File: config.mk
export PLATFORM = sky130hd
export DESIGN_NAME = frame_pool_ready_queue
export DESIGN_NICKNAME = d
export VERILOG_FILES = /design/src/design/fpq_pkg.sv /design/src/design/frame_pool_ready_queue.sv /design/src/design/fpq_frame_pool.sv /design/src/design/fpq_ready_ring.sv
export SDC_FILE = /design/constraint.sdc
export NUM_CORES = 1
export LEC_CHECK = 0
export BUFFER_PORTS_ARGS = -buffer_cell sky130_fd_sc_hd__buf_2
export CAP_MARGIN = 20
export CORE_UTILIZATION = 52
export DETAILED_ROUTE_END_ITERATION = 6
export PLACE_DENSITY = 0.74
export SYNTH_ARGS = -nofsm -noshare
export SYNTH_HDL_FRONTEND = slang
export SYNTH_SLANG_ARGS = --single-unit
File: constraint.sdc
create_clock -name clk -period 9.1 [get_ports clk]
set_input_delay 0 -clock clk [delete_from_list [all_inputs] [get_ports clk]]
set_output_delay 0 -clock clk [all_outputs]
set_load 0.01 [all_outputs]
File: src/design/fpq_pkg.sv
// ----------------------------------------------------------------------------
// fpq_pkg: shared types and constants for the frame pool ready queue
// Pool and queue sizes, operation and frame state codes, and the command and
// status words passed between the control logic and its two storage blocks.
// ----------------------------------------------------------------------------
`default_nettype none

package fpq_pkg;

  // Pool and queue sizes
  localparam int FRAME_COUNT = 8;
  localparam int QUEUE_DEPTH = 8;

  // Fixed port widths
  localparam int OP_W        = 3;
  localparam int ID_W        = 8;
  localparam int OUT_FRAME_W = 3;
  localparam int COUNT_W     = 4;

  // Derived internal widths
  localparam int FRAME_IDX_W = (FRAME_COUNT > 1) ? $clog2(FRAME_COUNT) : 1;
  localparam int QPTR_W      = (QUEUE_DEPTH > 1) ? $clog2(QUEUE_DEPTH) : 1;
  localparam int QCNT_W      = $clog2(QUEUE_DEPTH + 1);
  localparam int FCNT_W      = $clog2(FRAME_COUNT + 1);

  // Operation codes
  localparam logic [OP_W-1:0] OP_CLEAR      = 3'd0;
  localparam logic [OP_W-1:0] OP_ACQUIRE    = 3'd1;
  localparam logic [OP_W-1:0] OP_MARK_READY = 3'd2;
  localparam logic [OP_W-1:0] OP_POP_READY  = 3'd3;
  localparam logic [OP_W-1:0] OP_PUSH_FRONT = 3'd4;
  localparam logic [OP_W-1:0] OP_TX_BUSY    = 3'd5;
  localparam logic [OP_W-1:0] OP_FREE       = 3'd6;

  // Frame states
  localparam logic [1:0] ST_FREE    = 2'd0;
  localparam logic [1:0] ST_FILLING = 2'd1;
  localparam logic [1:0] ST_READY   = 2'd2;
  localparam logic [1:0] ST_TXBUSY  = 2'd3;

  typedef logic [FRAME_IDX_W-1:0] frame_idx_t;

  typedef struct packed {
    logic       clr;
    logic       wr;
    frame_idx_t idx;
    logic [1:0] val;
  } pool_cmd_t;

  typedef struct packed {
    logic       any_free;
    frame_idx_t low_free;
  } pool_sts_t;

  typedef struct packed {
    logic       clr;
    logic       push_back;
    logic       push_front;
    logic       pop;
    frame_idx_t id;
  } queue_cmd_t;

  typedef struct packed {
    logic       full;
    logic       empty;
    frame_idx_t head_slot;
  } queue_sts_t;

endpackage

`default_nettype wire

File: src/design/frame_pool_ready_queue.sv
// ----------------------------------------------------------------------------
// frame_pool_ready_queue: frame buffer pool manager with ready queue
// Tracks the state of each frame by index and keeps a queue of ready frames;
// one operation per word, one result word per operation.
// ----------------------------------------------------------------------------
//
//  channel   | ports                                    | handshake
//  ----------+------------------------------------------+---------------------
//  input     | in_op, in_frame_id                       | start && !busy
//  result    | out_ok, out_frame_out, out_ready_count,  | out_valid, one cycle,
//            | out_free_count                           | cannot be held off
//
//  A word is taken in every cycle; busy is held low since nothing stalls.
//  A word goes through the input register, then the decode and state
//  update with the result register. The state update of one word is seen by
//  the very next word, so back-to-back words need no bypass.
//  Synchronous reset frees every frame and empties the queue; queue slot
//  contents are not reset and are only read while inside the queue.
//
`default_nettype none

module frame_pool_ready_queue (
  input  wire logic                            clk,
  input  wire logic                            rst_n,
  input  wire logic                            start,
  output logic                                 busy,
  input  wire logic [fpq_pkg::OP_W-1:0]        in_op,
  input  wire logic [fpq_pkg::ID_W-1:0]        in_frame_id,
  output logic                                 out_valid,
  output logic                                 out_ok,
  output logic [fpq_pkg::OUT_FRAME_W-1:0]      out_frame_out,
  output logic [fpq_pkg::COUNT_W-1:0]          out_ready_count,
  output logic [fpq_pkg::COUNT_W-1:0]          out_free_count
);

  // Input register
  logic                          in_vld_r;
  logic [fpq_pkg::OP_W-1:0]      op_r;
  logic [fpq_pkg::ID_W-1:0]      id_r;

  // Result register
  logic                          out_valid_r;
  logic                          ok_r;
  fpq_pkg::frame_idx_t           fout_r;
  logic [fpq_pkg::COUNT_W-1:0]   ready_cnt_r;
  logic [fpq_pkg::COUNT_W-1:0]   free_cnt_r;

  // Decode outputs
  logic                          ok_nxt;
  fpq_pkg::frame_idx_t           fout_nxt;
  logic                          id_ok;
  fpq_pkg::frame_idx_t           id_idx;

  fpq_pkg::pool_cmd_t            pool_cmd;
  fpq_pkg::pool_sts_t            pool_sts;
  fpq_pkg::queue_cmd_t           q_cmd;
  fpq_pkg::queue_sts_t           q_sts;
  logic [fpq_pkg::FCNT_W-1:0]    free_cnt_nxt;
  logic [fpq_pkg::QCNT_W-1:0]    q_cnt_nxt;

  assign busy = 1'b0;

  // Capture every accepted word; the payload needs no reset
  always_ff @(posedge clk) begin
    if (!rst_n) begin
      in_vld_r <= 1'b0;
    end else begin
      in_vld_r <= start && !busy;
    end
  end

  always_ff @(posedge clk) begin
    if (start && !busy) begin
      op_r <= in_op;
      id_r <= in_frame_id;
    end
  end

  assign id_ok  = (id_r < fpq_pkg::ID_W'(fpq_pkg::FRAME_COUNT));
  assign id_idx = id_r[fpq_pkg::FRAME_IDX_W-1:0];

  // Decode the held word into pool and queue commands. Rejected words
  // (bad id, queue full or empty, no free frame, unused code) drop to ok low
  // and leave all state alone.
  always_comb begin
    ok_nxt   = 1'b0;
    fout_nxt = '0;
    pool_cmd = '0;
    q_cmd    = '0;
    q_cmd.id = id_idx;
    if (in_vld_r) begin
      case (op_r)
        fpq_pkg::OP_CLEAR: begin
          ok_nxt       = 1'b1;
          pool_cmd.clr = 1'b1;
          q_cmd.clr    = 1'b1;
        end
        fpq_pkg::OP_ACQUIRE: begin
          if (pool_sts.any_free) begin
            ok_nxt       = 1'b1;
            fout_nxt     = pool_sts.low_free;
            pool_cmd.wr  = 1'b1;
            pool_cmd.idx = pool_sts.low_free;
            pool_cmd.val = fpq_pkg::ST_FILLING;
          end
        end
        fpq_pkg::OP_MARK_READY: begin
          if (id_ok && !q_sts.full) begin
            ok_nxt          = 1'b1;
            q_cmd.push_back = 1'b1;
            pool_cmd.wr     = 1'b1;
            pool_cmd.idx    = id_idx;
            pool_cmd.val    = fpq_pkg::ST_READY;
          end
        end
        fpq_pkg::OP_POP_READY: begin
          if (!q_sts.empty) begin
            ok_nxt    = 1'b1;
            fout_nxt  = q_sts.head_slot;
            q_cmd.pop = 1'b1;
          end
        end
        fpq_pkg::OP_PUSH_FRONT: begin
          if (id_ok && !q_sts.full) begin
            ok_nxt           = 1'b1;
            q_cmd.push_front = 1'b1;
            pool_cmd.wr      = 1'b1;
            pool_cmd.idx     = id_idx;
            pool_cmd.val     = fpq_pkg::ST_READY;
          end
        end
        fpq_pkg::OP_TX_BUSY: begin
          if (id_ok) begin
            ok_nxt       = 1'b1;
            pool_cmd.wr  = 1'b1;
            pool_cmd.idx = id_idx;
            pool_cmd.val = fpq_pkg::ST_TXBUSY;
          end
        end
        fpq_pkg::OP_FREE: begin
          if (id_ok) begin
            ok_nxt       = 1'b1;
            pool_cmd.wr  = 1'b1;
            pool_cmd.idx = id_idx;
            pool_cmd.val = fpq_pkg::ST_FREE;
          end
        end
        default: begin
          ok_nxt = 1'b0;
        end
      endcase
    end
  end

  fpq_frame_pool u_pool (
    .clk            (clk),
    .rst_n          (rst_n),
    .cmd            (pool_cmd),
    .sts            (pool_sts),
    .free_count_nxt (free_cnt_nxt)
  );

  fpq_ready_ring u_ring (
    .clk       (clk),
    .rst_n     (rst_n),
    .cmd       (q_cmd),
    .sts       (q_sts),
    .count_nxt (q_cnt_nxt)
  );

  // Result register: counts reflect the state after this word
  always_ff @(posedge clk) begin
    if (!rst_n) begin
      out_valid_r <= 1'b0;
    end else begin
      out_valid_r <= in_vld_r;
    end
  end

  always_ff @(posedge clk) begin
    if (in_vld_r) begin
      ok_r        <= ok_nxt;
      fout_r      <= fout_nxt;
      ready_cnt_r <= fpq_pkg::COUNT_W'(q_cnt_nxt);
      free_cnt_r  <= fpq_pkg::COUNT_W'(free_cnt_nxt);
    end
  end

  assign out_valid       = out_valid_r;
  assign out_ok          = ok_r;
  assign out_frame_out   = fpq_pkg::OUT_FRAME_W'(fout_r);
  assign out_ready_count = ready_cnt_r;
  assign out_free_count  = free_cnt_r;

`ifndef SYNTHESIS
  a_latency: assert property (@(posedge clk) disable iff (!rst_n)
    (start && !busy) |-> ##2 out_valid)
    else $error("accepted word did not produce a result two cycles later");

  a_fail_zero: assert property (@(posedge clk) disable iff (!rst_n)
    (out_valid && !out_ok) |-> (out_frame_out == '0))
    else $error("frame_out not zero on a rejected word");

  a_clear: assert property (@(posedge clk) disable iff (!rst_n)
    (in_vld_r && (op_r == fpq_pkg::OP_CLEAR)) |=>
      (out_ok && (out_ready_count == '0)
       && (out_free_count == fpq_pkg::COUNT_W'(fpq_pkg::FRAME_COUNT))))
    else $error("clear did not empty the queue and free every frame");

  a_pop_empty: assert property (@(posedge clk) disable iff (!rst_n)
    (in_vld_r && (op_r == fpq_pkg::OP_POP_READY) && q_sts.empty) |=>
      (!out_ok && (out_ready_count == '0)))
    else $error("pop on an empty queue was not flagged");
`endif

endmodule

`default_nettype wire

File: src/design/fpq_frame_pool.sv
// ----------------------------------------------------------------------------
// fpq_frame_pool: per-frame state table
// Holds the state of every frame, finds the lowest free frame and counts the
// free frames after the pending update.
// ----------------------------------------------------------------------------
`default_nettype none

module fpq_frame_pool (
  input  wire logic                        clk,
  input  wire logic                        rst_n,
  input  wire fpq_pkg::pool_cmd_t          cmd,
  output fpq_pkg::pool_sts_t               sts,
  output logic [fpq_pkg::FCNT_W-1:0]       free_count_nxt
);

  logic [1:0] status_r   [fpq_pkg::FRAME_COUNT];
  logic [1:0] status_nxt [fpq_pkg::FRAME_COUNT];

  // Apply clear or a single-entry write
  always_comb begin
    for (int i = 0; i < fpq_pkg::FRAME_COUNT; i++) begin
      if (cmd.clr) begin
        status_nxt[i] = fpq_pkg::ST_FREE;
      end else if (cmd.wr && (int'(cmd.idx) == i)) begin
        status_nxt[i] = cmd.val;
      end else begin
        status_nxt[i] = status_r[i];
      end
    end
  end

  always_ff @(posedge clk) begin
    for (int i = 0; i < fpq_pkg::FRAME_COUNT; i++) begin
      if (!rst_n) begin
        status_r[i] <= fpq_pkg::ST_FREE;
      end else begin
        status_r[i] <= status_nxt[i];
      end
    end
  end

  // Lowest-numbered free frame: scan from the top so the lowest wins
  always_comb begin
    sts.any_free = 1'b0;
    sts.low_free = '0;
    for (int i = fpq_pkg::FRAME_COUNT - 1; i >= 0; i--) begin
      if (status_r[i] == fpq_pkg::ST_FREE) begin
        sts.any_free = 1'b1;
        sts.low_free = fpq_pkg::FRAME_IDX_W'(i);
      end
    end
  end

  always_comb begin
    free_count_nxt = '0;
    for (int i = 0; i < fpq_pkg::FRAME_COUNT; i++) begin
      if (status_nxt[i] == fpq_pkg::ST_FREE) begin
        free_count_nxt = free_count_nxt + fpq_pkg::FCNT_W'(1);
      end
    end
  end

endmodule

`default_nettype wire

File: src/design/fpq_ready_ring.sv
// ----------------------------------------------------------------------------
// fpq_ready_ring: ready queue of frame indices
// Circular buffer with append at the tail, retry at the head and pop from
// the head. Slot contents are not reset.
// ----------------------------------------------------------------------------
`default_nettype none

module fpq_ready_ring (
  input  wire logic                        clk,
  input  wire logic                        rst_n,
  input  wire fpq_pkg::queue_cmd_t         cmd,
  output fpq_pkg::queue_sts_t              sts,
  output logic [fpq_pkg::QCNT_W-1:0]       count_nxt
);

  localparam logic [fpq_pkg::QPTR_W-1:0] LAST_PTR = fpq_pkg::QPTR_W'(fpq_pkg::QUEUE_DEPTH - 1);

  fpq_pkg::frame_idx_t          slots_r [fpq_pkg::QUEUE_DEPTH];
  logic [fpq_pkg::QPTR_W-1:0]   head_r, head_nxt;
  logic [fpq_pkg::QPTR_W-1:0]   tail_r, tail_nxt;
  logic [fpq_pkg::QCNT_W-1:0]   count_r;
  logic [fpq_pkg::QPTR_W-1:0]   head_inc, head_dec, tail_inc;

  assign head_inc = (head_r == LAST_PTR) ? '0 : head_r + fpq_pkg::QPTR_W'(1);
  assign head_dec = (head_r == '0) ? LAST_PTR : head_r - fpq_pkg::QPTR_W'(1);
  assign tail_inc = (tail_r == LAST_PTR) ? '0 : tail_r + fpq_pkg::QPTR_W'(1);

  assign sts.full      = (count_r == fpq_pkg::QCNT_W'(fpq_pkg::QUEUE_DEPTH));
  assign sts.empty     = (count_r == '0);
  assign sts.head_slot = slots_r[head_r];

  always_comb begin
    head_nxt  = head_r;
    tail_nxt  = tail_r;
    count_nxt = count_r;
    if (cmd.clr) begin
      head_nxt  = '0;
      tail_nxt  = '0;
      count_nxt = '0;
    end else if (cmd.push_back) begin
      tail_nxt  = tail_inc;
      count_nxt = count_r + fpq_pkg::QCNT_W'(1);
    end else if (cmd.push_front) begin
      head_nxt  = head_dec;
      count_nxt = count_r + fpq_pkg::QCNT_W'(1);
    end else if (cmd.pop) begin
      head_nxt  = head_inc;
      count_nxt = count_r - fpq_pkg::QCNT_W'(1);
    end
  end

  always_ff @(posedge clk) begin
    if (!rst_n) begin
      head_r  <= '0;
      tail_r  <= '0;
      count_r <= '0;
    end else begin
      head_r  <= head_nxt;
      tail_r  <= tail_nxt;
      count_r <= count_nxt;
    end
  end

  // Single slot write per cycle: at the tail, or just ahead of the head
  always_ff @(posedge clk) begin
    if (cmd.push_back) begin
      slots_r[tail_r] <= cmd.id;
    end else if (cmd.push_front) begin
      slots_r[head_dec] <= cmd.id;
    end
  end

endmodule

`default_nettype wire

==> key figures, run 1 <==
Run status
  • Status: finished, final reports clean

Clock network
  • CTS root buf: clkbuf_8
  • CTS buffer count: 9
  • # H-tree levels: 3
  • CTS Buffer Depth: 2
  • Clock latency on the worst-skew pair: around 0.36 ns
  • Cts repair resizes: 0
  • CTS clk-pin slew, worst paths: ~0.080 ns
  • CTS tree: yes
  • Setup bufs post-CTS: 0
  • # clock sinks: a little under 80

STA
  • Worst-Margin Slew: 1.02 ns
  • Final hold violation count: 0
  • Clock Skew: between 0.015 and 0.02 ns
  • Slew Limit Fails: 0
  • Period utilization: between 60% and 70%
  • Minimum clock period: 6.07 ns
  • Setup violations, final: 0
  • Rel. slew slack: approximately a third
  • Hold Slack: just over 0.02 ns
  • Setup WS post-layout: approximately 3 ns
  • F_max: 165 MHz
  • Setup_tns: 0 ns
  • RSZ-0062 raised after global routing: false

Routing
  • Antenna Nets Post-Route: 0
  • Routed len/inst: ~17 µm
  • Routed via count: between 3000 and 4000
  • DR DRC count: 0
  • Average via count per standard cell: between 5 and 6
  • Wirelength, routed: 9140 µm
  • Pre-antenna DRT Iters: 4
  • DR iter-0 viols: around 280

Die
  • IO Pins: 28
  • Die height: approximately 94 µm
  • Core outline area: between 0.008 and 0.009 mm²
  • Die area: roughly 0.0088 mm²
  • Die width: between 90 and 100 µm
  • Row count: 33
  • Starting density of the core: between 50% and 60%

Worst setup path
  • CP max FO: 11
  • Arrival @ worst endpoint: ~6 ns
  • Setup crit end: out_free_count[2]
  • CP required: between 9 and 10 ns
  • Launching point of the worst reg2reg path: u_ring.count_r[0]
  • R2R cell count: 22
  • Reg2Reg Setup Slack: ~3.0 ns
  • CP Launch Type: register
  • Type of the worst setup path: reg -> reg
  • Worst Setup SP: u_ring.count_r[0]
  • Reg-to-Reg End: out_free_count[2]
  • CP Capture Type: register

Synthesis
  • Cell variety after synth: 76
  • Synth area leader: edfxtp_1
  • Post-synth top cells: nor2_1 (53), edfxtp_1 (47), dfxtp_1 (31)
  • Post-synth EDFFs: 47
  • Async SR Flop Fraction: 0%
  • Mapped Cells: ~400
  • Post-Syn Nets: roughly 430
  • Synth warnings: 0
  • Yosys top cell area share: approximately a third
  • #FFs+latches synth: a little under 80
  • Synthesized area: roughly 0.0044 mm²
  • Top post-synthesis cells by area: edfxtp_1 (32%), dfxtp_1 (14%), mux2i_1 (4.8%)
  • Post-synthesis sequential area ratio: a little under half
  • Most frequent cell after synthesis: nor2_1
  • Avg Inst Size Synth: 11.1 µm²
  • Post-synth top flop: edfxtp_1

Min path
  • Hold Crit Class: in -> reg

Pwr
  • Psw: between 0.15 and 0.2 mW
  • Sw Share: 22.8%
  • P_int: between 0.5 and 0.6 mW
  • Combinational share of power: about 5.1%
  • Clock share of power: a little under two fifths
  • Reg power frac: between 50% and 60%
  • Pwr Density: 140 mW/mm²
  • P_leak: 1.84 nW
  • Power, Total: ~0.7 mW
  • Maximum VDD drop: roughly 110 µV

Cells and area
  • Layout fillers: roughly 670
  • Ratio of cells with drive above 1 in the final layout: 17.8%
  • Fin cells: about 540
  • Diode count: 0
  • Area delta synth->final: 10.4%
  • Final core occ: between 50% and 60%
  • Fin area: 0.00486 mm²
  • Nets: approximately 460

Place
  • Placed instance count: between 500 and 600
  • Worst slack, placed: between 3 and 4 ns
  • Routability cong.: approximately 0.90
  • Port bufs: 26
  • Cell Area, Placed: approximately 0.0046 mm²
  • Final HPWL DP: 6640 µm

GRT
  • Tot GR Track Use: a little under a quarter
  • First-pass GRT wire length: around 15000 µm
  • GRT Residual Overflow: 0
  • Vias in the first global route: between 3000 and 4000
  • Initial antenna violation count: 0
  • Largest net degree at the start of global routing: 25

Run
  • Max_cap viols: 0
power groups by stage:
| stage | Sequential [mW] | Clock [mW] | Combinational, mW |
|---|---|---|---|
| 6_report | 0.393 | 0.254 | 0.0345 |
| 5_1_grt | 0.395 | 0.272 | 0.0377 |
| 4_1_cts | 0.393 | 0.259 | 0.0344 |
| 3_5_place_dp | 0.402 | 0 | 0.0304 |
| 3_3_place_gp | 0.401 | 0 | 0.0297 |
| 2_1_floorplan | 0.397 | 0 | 0.0248 |
layout by cell type (no fill, tap or decap), types with 3 or more instances in the layout:
master         synthesis  routed
a211oi_1               3       3
a21oi_1               13      13
and2_1                 8       8
and3_1                 4       4
buf_2                  2      26
clkbuf_8               3       9
clkinv_2               0       3
dfxtp_1               31      31
dlygate4sd3_1          0      12
edfxtp_1              47      47
ha_1                  15      15
inv_1                 10      10
mux2_2                 5       5
mux2i_1               21      21
mux4_2                 6       6
nand2_1               22      22
nand2b_1               5       5
nand3_1                5       5
nor2_1                53      53
nor3_1                16      16
nor4_1                 3       3
o211ai_1               6       6
o21ai_0               20      20
o22ai_1                5       5
or2_2                  3       3
xnor2_1               15      15
xor2_1                 6       6
state kept, by name, indices dropped and copies added, names as in the netlist, named ones only:
register         cells
id_r                 8
in_vld_r             1
op_r                 3
out_frame_out        3
out_free_count       4
out_ok               1
out_ready_count      4
out_valid            1
u_pool.status_r     16
u_ring.count_r       4
u_ring.head_r        3
u_ring.slots_r      24
u_ring.tail_r        3
per-layer routing:
layer	track usage [%]	wire length, µm	vias to the layer above	share of wire, %
met1	29.8	4220	1552	46
met4	8.59	99	0	1.1
met2	36.1	4360	80	48
met3	5.26	469	10	5.1
li1	-	-	1549	-
met5	0	0	-	0
layout make-up:
type | instances | area (µm²) | share of cell area [%]
repair buffers | 39 | 258 | 5.30
flip-flops and latches | 78 | 2030 | 41.8
clock buffers | 10 | 128 | 2.62
well taps | 105 | 131 | 2.70
clock inverters | 6 | 62.6 | 1.29
multi-input cells | 295 | 2210 | 45.5
inverters | 10 | 37.5 | 0.772
logic make-up (layout without fill, tap and decap cells):
logic type | after synthesis | count (layout) | synth area share (%)
XOR/XNOR | 24 | 24 | 5.77
AO/OA/AOI/OAI | 80 | 80 | 13.6
multiplexers | 34 | 34 | 9.74
other | 1 | 1 | 0.0851
AND/OR/NAND/NOR | 141 | 141 | 16.8
flip-flops | 78 | 78 | 46.1
adder cells (fa/ha/maj) | 15 | 15 | 4.26
buffers and inverters | 25 | 65 | 3.61
timing repair:
action | in CTS | in global routing
hold buffers | 12 | 0
setup endpoints to repair | 0 | 0
hold endpoints to repair | 17 | 0
worst min-delay path by stage:
| stage | startpoint | to | slack, ns | depth (start not counted) |
|---|---|---|---|---|
| floorplan | in_frame_id[0] | id_r[0] | 0.1 | 0 |
| global placement | in_frame_id[4] | id_r[4] | 0.18 | 1 |
| detailed placement | in_frame_id[3] | id_r[3] | 0.18 | 1 |
| CTS | start | id_r[3] | 0.006 | 1 |
| global route | start | id_r[0] | 0.02 | 1 |
| finish | start | id_r[4] | 0.02 | 1 |
critical path, cell delays in order, from the launching register on:
cell	delay, ns
dfxtp_1	0.38
inv_1	0.09
ha_1	0.24
and3b_1	0.26
a221o_2	0.39
o32a_4	0.34
nand4bb_1	0.43
nor2_1	0.35
mux2i_1	0.53
nor2_1	0.08
a31oi_1	0.22
ha_1	0.27
a221o_1	0.39
xor2_1	0.17
mux2_2	0.29
mux2_2	0.26
ha_1	0.27
nor2_1	0.04
a31oi_1	0.24
ha_1	0.20
nand2_1	0.06
xor2_1	0.17
xnor2_1	0.14
(Power assumes the default switching activity.)
==> run 2, diff against run 1 <==
==> constraint.sdc (replaced) <==
create_clock -name clk -period 6.2 [get_ports clk]
set_input_delay 0 -clock clk [delete_from_list [all_inputs] [get_ports clk]]
set_output_delay 0 -clock clk [all_outputs]
set_load 0.01 [all_outputs]
==> key figures, run 2 (synthesized netlist as in run 1, its figures left out) <==
Clock network
  • CTS clk-pin slew, worst paths: 0.08 ns (about the same)
  • # clock sinks: 78 (unchanged)
  • CTS buffer count: 9 (unchanged)
  • Clock latency on the worst-skew pair: 0.36 ns (about the same)
  • CTS Buffer Depth: 2 (unchanged)
  • CTS root buf: clkbuf_8
  • # H-tree levels: 3 (unchanged)
  • CTS tree: yes

Cells and area
  • Diode count: 0 (unchanged)
  • Commonest non-fill, non-tap cells in the layout: nor2_1 (53), edfxtp_1 (47), dfxtp_1 (31)
  • Max reg flops: 24 (unchanged)
  • Largest registers: u_ring.slots_r x24, u_pool.status_r x16, id_r x8
  • Area of the multi-input gates: 0.00224 mm² (+1.1%)
  • Nets: 468 (+1.3%)
  • Top reg by flops: u_ring.slots_r
  • Area delta synth->final: 12.0%
  • Ratio of cells with drive above 1 in the final layout: 19.1% (+1.3 points)
  • Leading cell type in the layout, fill and taps excluded: nor2_1
  • Layout fillers: 685 (+2.4%)
  • Register Area: 0.00203 mm² (unchanged)

Routing
  • DR DRC count: 0 (unchanged)
  • Routed len/inst: 16.7 µm (-0.95%)
  • Routed via count: 3220 (+0.91%)
  • Wirelength, routed: 9160 µm (+0.14%)
  • Average via count per standard cell: 5.87 (-0.19%)
  • Pre-antenna DRT Iters: 5 (+1)
  • DR iter-0 viols: 293 (+6.5%)
  • Antenna Nets Post-Route: 0 (unchanged)

Die
  • Row count: 33 (unchanged)
  • Die area: 0.00884 mm² (unchanged)
  • IO Pins: 28 (unchanged)
  • Die height: 94.0 µm (unchanged)
  • Starting density of the core: 53.6% (unchanged)
  • Core outline area: 0.00822 mm² (unchanged)
  • Die width: 94.0 µm (unchanged)

GRT
  • Vias in the first global route: 3165 (+1.3%)
  • Initial antenna violation count: 0 (unchanged)
  • Largest net degree at the start of global routing: 23 (-8.0%)
  • Tot GR Track Use: 22.7% (+0.064 points)
  • First-pass GRT wire length: 15200 µm (+1.7%)
  • GRT Residual Overflow: 0 (unchanged)

Place
  • Final HPWL DP: 6640 µm (about the same)
  • Routability cong.: 0.910 (+0.70%)
  • Port bufs: 26 (unchanged)

Run status
  • Status: finished, final reports clean

STA
  • Setup violations, final: 0 (unchanged)
  • Clock Skew: 0.0190 ns (+0.00228 ns)
  • Final hold violation count: 0 (unchanged)
  • Worst-Margin Slew: 1.06 ns (+0.0466 ns)
  • Period utilization: 94.4% (+28 points)
  • Hold Slack: 0.0277 ns (+0.00747 ns)
  • Rel. slew slack: 28.5% (-3.1 points)
  • F_max: 171 MHz (+3.7%)
  • Minimum clock period: 5.85 ns (-0.219 ns)
  • Setup_tns: 0 ns (unchanged)
  • Slew Limit Fails: 0 (unchanged)

Worst setup path
  • CP max FO: 10 (-1)
  • Arrival @ worst endpoint: 5.96 ns (-0.21 ns)
  • CP Launch Type: register
  • R2R cell count: 24 (+9.1%)
  • CP Capture Type: register
  • Type of the worst setup path: reg -> reg
  • CP required: 6.31 ns (-2.89 ns)

Pwr
  • Power, Total: 1.00 mW (+47%)
  • Pwr Density: 204 mW/mm² (+45%)
  • P_leak: 1.87 nW (+1.7%)
  • Maximum VDD drop: 150 µV (+42%)

Min path
  • Hold Crit Depth: 1 (unchanged)
  • Hold Crit Class: in -> reg

Run
  • Max_cap viols: 0 (unchanged)
## run 2: power breakdown
| part | internal, mW | total [mW] | switching (mW) |
|---|---|---|---|
| logic | 0.0250 | 0.0541 | 0.0291 |
| clock network | 0.186 | 0.376 | 0.189 |
| registers | 0.562 | 0.575 | 0.0129 |
## run 2: final timing paths
path,from,to,slack [ns]
max,u_ring.count_r[0],out_free_count[2],0.35
min,start,id_r[2],0.03
max reg2reg,u_ring.count_r[0],out_free_count[2],0.35
min reg2reg,u_pool.status_r[0][5],u_pool.status_r[0][5],0.52
## run 2: worst max-delay path, cell delays in order, from the launching register on
cell,delay [ns]
dfxtp_1,0.40
inv_1,0.09
ha_1,0.23
and3b_1,0.26
a221o_2,0.39
nor2_2,0.19
a32oi_4,0.15
o211ai_1,0.25
buf_4,0.18
mux2i_4,0.33
ha_1,0.35
inv_1,0.18
xnor2_1,0.15
ha_1,0.25
a221o_1,0.40
xor2_1,0.17
mux2_2,0.29
mux2_2,0.26
ha_1,0.27
nor2_1,0.05
a31oi_2,0.22
ha_1,0.18
nand2_1,0.06
xor2_1,0.17
xnor2_1,0.14
## run 2: what timing repair did
action | 4_1_cts | 5_1_grt
setup endpoints to repair | 0 | 3
endpoints found under the hold margin | 17 | 0
resized for setup | 0 | 3
buffers inserted | 0 | 4
hold buffers | 12 | 0
## run 2: metrics by stage
stage / util [%] / worst slack [ns] / cell area (µm²) / std cells
after floorplan: - / 0.552 / 4410 / 398
after global placement: 55.6 / 0.430 / 4570 / 517
after detailed placement: 55.6 / 0.146 / 4570 / 517
after CTS: 59.4 / 0.129 / 4880 / 545
after global routing: 60.0 / -0.0501 / 4930 / 549
final: 60.0 / 0.348 / 4930 / 549
## run 2: area by class of cell
cell class | instances | area share (%)
tap | 105 | 2.66
multi-input combinational | 295 | 45.4
timing repair buffer | 45 | 6.14
clock inverter | 6 | 1.27
sequential | 78 | 41.2
inverter | 10 | 0.761
clock buffer | 10 | 2.59
## run 2: metal layers
metal | global-route usage [%] | vias to the layer above | part of all wire, %
met5 | 0 | - | 0
met1 | 29.7 | 1531 | 45
met4 | 6.92 | 0 | 1.2
met3 | 5.83 | 12 | 5.9
li1 | - | 1564 | -
met2 | 36.8 | 113 | 47
==> run 3, diff against run 2 <==
--- a/config.mk
+++ b/config.mk
@@ -10,6 +10,7 @@
 export CORE_UTILIZATION = 52
 export DETAILED_ROUTE_END_ITERATION = 6
 export PLACE_DENSITY = 0.74
+export REMOVE_ABC_BUFFERS = 1
 export SYNTH_ARGS = -nofsm -noshare
 export SYNTH_HDL_FRONTEND = slang
 export SYNTH_SLANG_ARGS = --single-unit
==> key figures, run 3 (synthesized netlist as in run 1, its figures left out) <==
Worst setup path
  • CP Launch Type: register
  • Reg2Reg Setup Slack: 0.33 ns (-0.02 ns)
  • CP Capture Type: register
  • Arrival @ worst endpoint: 5.99 ns (+0.03 ns)
  • CP required: 6.32 ns (about the same)
  • Type of the worst setup path: reg -> reg
  • CP max FO: 10 (unchanged)

Routing
  • Pre-antenna DRT Iters: 5 (unchanged)
  • Wirelength, routed: 9250 µm (+1.0%)
  • DR iter-0 viols: 138 (-53%)
  • Routed len/inst: 16.8 µm (+0.67%)
  • DR DRC count: 0 (unchanged)
  • Antenna Nets Post-Route: 0 (unchanged)
  • Routed via count: 3235 (+0.47%)
  • Average via count per standard cell: 5.87 (+0.10%)

STA
  • Worst-Margin Slew: 1.01 ns (-0.0498 ns)
  • Period utilization: 94.7% (+0.32 points)
  • Final hold violation count: 0 (unchanged)
  • Clock Skew: 0.00850 ns (-0.0105 ns)
  • Minimum clock period: 5.87 ns (+0.0200 ns)
  • F_max: 170 MHz (-0.34%)
  • Slew Limit Fails: 0 (unchanged)
  • Setup violations, final: 0 (unchanged)
  • Rel. slew slack: 31.9% (+3.4 points)

Place
  • Placed instance count: 516 (-0.19%)
  • Final HPWL DP: 6530 µm (-1.8%)
  • Routability cong.: 0.838 (-7.9%)
  • Port bufs: 26 (unchanged)

Die
  • Die width: 94.0 µm (unchanged)
  • Die area: 0.00884 mm² (unchanged)
  • Core outline area: 0.00822 mm² (unchanged)
  • Die height: 94.0 µm (unchanged)
  • Row count: 33 (unchanged)
  • IO Pins: 28 (unchanged)
  • Starting density of the core: 53.6% (unchanged)

Clock network
  • # clock sinks: 78 (unchanged)
  • CTS tree: yes
  • CTS root buf: clkbuf_8
  • # H-tree levels: 3 (unchanged)
  • Clock latency on the worst-skew pair: 0.36 ns (about the same)
  • CTS Buffer Depth: 2 (unchanged)
  • CTS clk-pin slew, worst paths: 0.09 ns (about the same)
  • CTS buffer count: 9 (unchanged)

Pwr
  • Psw: 0.248 mW (+7.4%)
  • Sw Share: 25.2% (+2.2 points)
  • P_leak: 1.87 nW (about the same)
  • P_int: 0.738 mW (-4.6%)
  • Combinational share of power: 5.5% (about the same)
  • Pwr Density: 200 mW/mm² (-2.0%)
  • Reg power frac: 58.5% (+1.3 points)
  • Clock share of power: 36.0% (-1.4 points)
  • Maximum VDD drop: 156 µV (+3.9%)

GRT
  • Tot GR Track Use: 22.1% (-0.57 points)
  • GRT Residual Overflow: 0 (unchanged)
  • Vias in the first global route: 2997 (-5.3%)
  • Largest net degree at the start of global routing: 23 (unchanged)
  • Initial antenna violation count: 0 (unchanged)
  • First-pass GRT wire length: 14500 µm (-4.8%)

Cells and area
  • Area delta synth->final: 12.1%
  • Top reg by flops: u_ring.slots_r
  • Diode count: 0 (unchanged)
  • Ratio of cells with drive above 1 in the final layout: 19.7% (+0.59 points)
  • Nets: 470 (+0.43%)
  • Fin cells: 551 (+0.36%)
  • Max reg flops: 24 (unchanged)
  • Largest registers: u_ring.slots_r x24, u_pool.status_r x16, id_r x8
  • Leading cell type in the layout, fill and taps excluded: nor2_1
  • Commonest non-fill, non-tap cells in the layout: nor2_1 (53), edfxtp_1 (47), dfxtp_1 (30)
  • Final core occ: 60.1% (+0.076 points)

Run status
  • Status: finished, final reports clean

Min path
  • Hold Crit Class: in -> reg

Run
  • Max_cap viols: 0 (unchanged)
## run 3: cell types whose count changed in the layout (fill, tap and decap cells not counted), sizes merged
cell,before,now
clkinv,4,2
clkinvlp,0,2
bufinv,1,0
buf,33,35
clkbuf,10,9
inv,11,13
## run 3: per-stage QoR
step	power [mW]	hold slack (ns)	setup WS (ns)	TNS [ns]	instance area [µm²]
CTS	0.989	0.00509	0.212	0	4860
global placement	0.632	0.176	0.404	0	4560
floorplan	0.613	0.0989	0.623	0	4280
global route	1.02	0.0218	-0.0243	-0.0243	4940
detailed placement	0.634	0.178	0.219	0	4560
finish	0.986	0.0200	0.328	0	4940
## run 3: per-layer routing
| layer | global-route usage, % | part of all wire [%] | wire [µm] |
|---|---|---|---|
| met4 | 8.33 | 2.0 | 188 |
| met3 | 5.18 | 5.4 | 496 |
| met1 | 26.7 | 43 | 3960 |
| met2 | 38.2 | 50 | 4600 |
| met5 | 0 | 0 | 0 |
## run 3: path summary, 6_finish.rpt
| check | from | endpoint | cells after the start |
|---|---|---|---|
| setup reg to reg | u_ring.count_r[0] | out_free_count[2] | 24 |
| setup / recovery | u_ring.count_r[0] | out_free_count[2] | 24 |
| hold / removal | start | id_r[1] | 1 |
| hold reg to reg | u_pool.status_r[0][5] | u_pool.status_r[0][5] | 2 |
## run 3: repair_timing
action,CTS,global route
endpoints found under the hold margin,17,0
hold buffers,12,0
resized for setup,0,4
setup buffers,0,7
setup endpoints to repair,0,3
## run 3: layout make-up
class	instances	area, µm²
Clock buffer	9	124
Tap cell	105	131
Multi-Input combinational cell	295	2240
Fill cell	655	3280
Inverter	10	37.5
Sequential cell	78	2030
Timing Repair Buffer	47	318
Clock inverter	7	57.6
## run 3: critical path, cell delays in order (launching register included)
cell      delay, ns
dfxtp_1        0.40
inv_1          0.10
ha_1           0.23
and3b_1        0.25
a221o_2        0.40
nor2_4         0.15
a32oi_4        0.13
o211ai_1       0.29
buf_4          0.19
mux2i_4        0.34
ha_1           0.34
inv_1          0.17
xnor2_1        0.14
ha_1           0.25
a221o_1        0.40
xor2_1         0.17
mux2_2         0.29
mux2_2         0.26
ha_1           0.27
nor2_1         0.04
a31oi_1        0.24
ha_1           0.19
nand2_1        0.06
xor2_1         0.20
xnor2_1        0.13
## run 3: power by group through the flow
stage          logic (mW)  clock network, mW  registers, mW
6_report           0.0542              0.355          0.576
5_1_grt            0.0599              0.380          0.579
4_1_cts            0.0522              0.361          0.576
3_5_place_dp       0.0465                  0          0.588
3_3_place_gp       0.0453                  0          0.587
2_1_floorplan      0.0275                  0          0.586
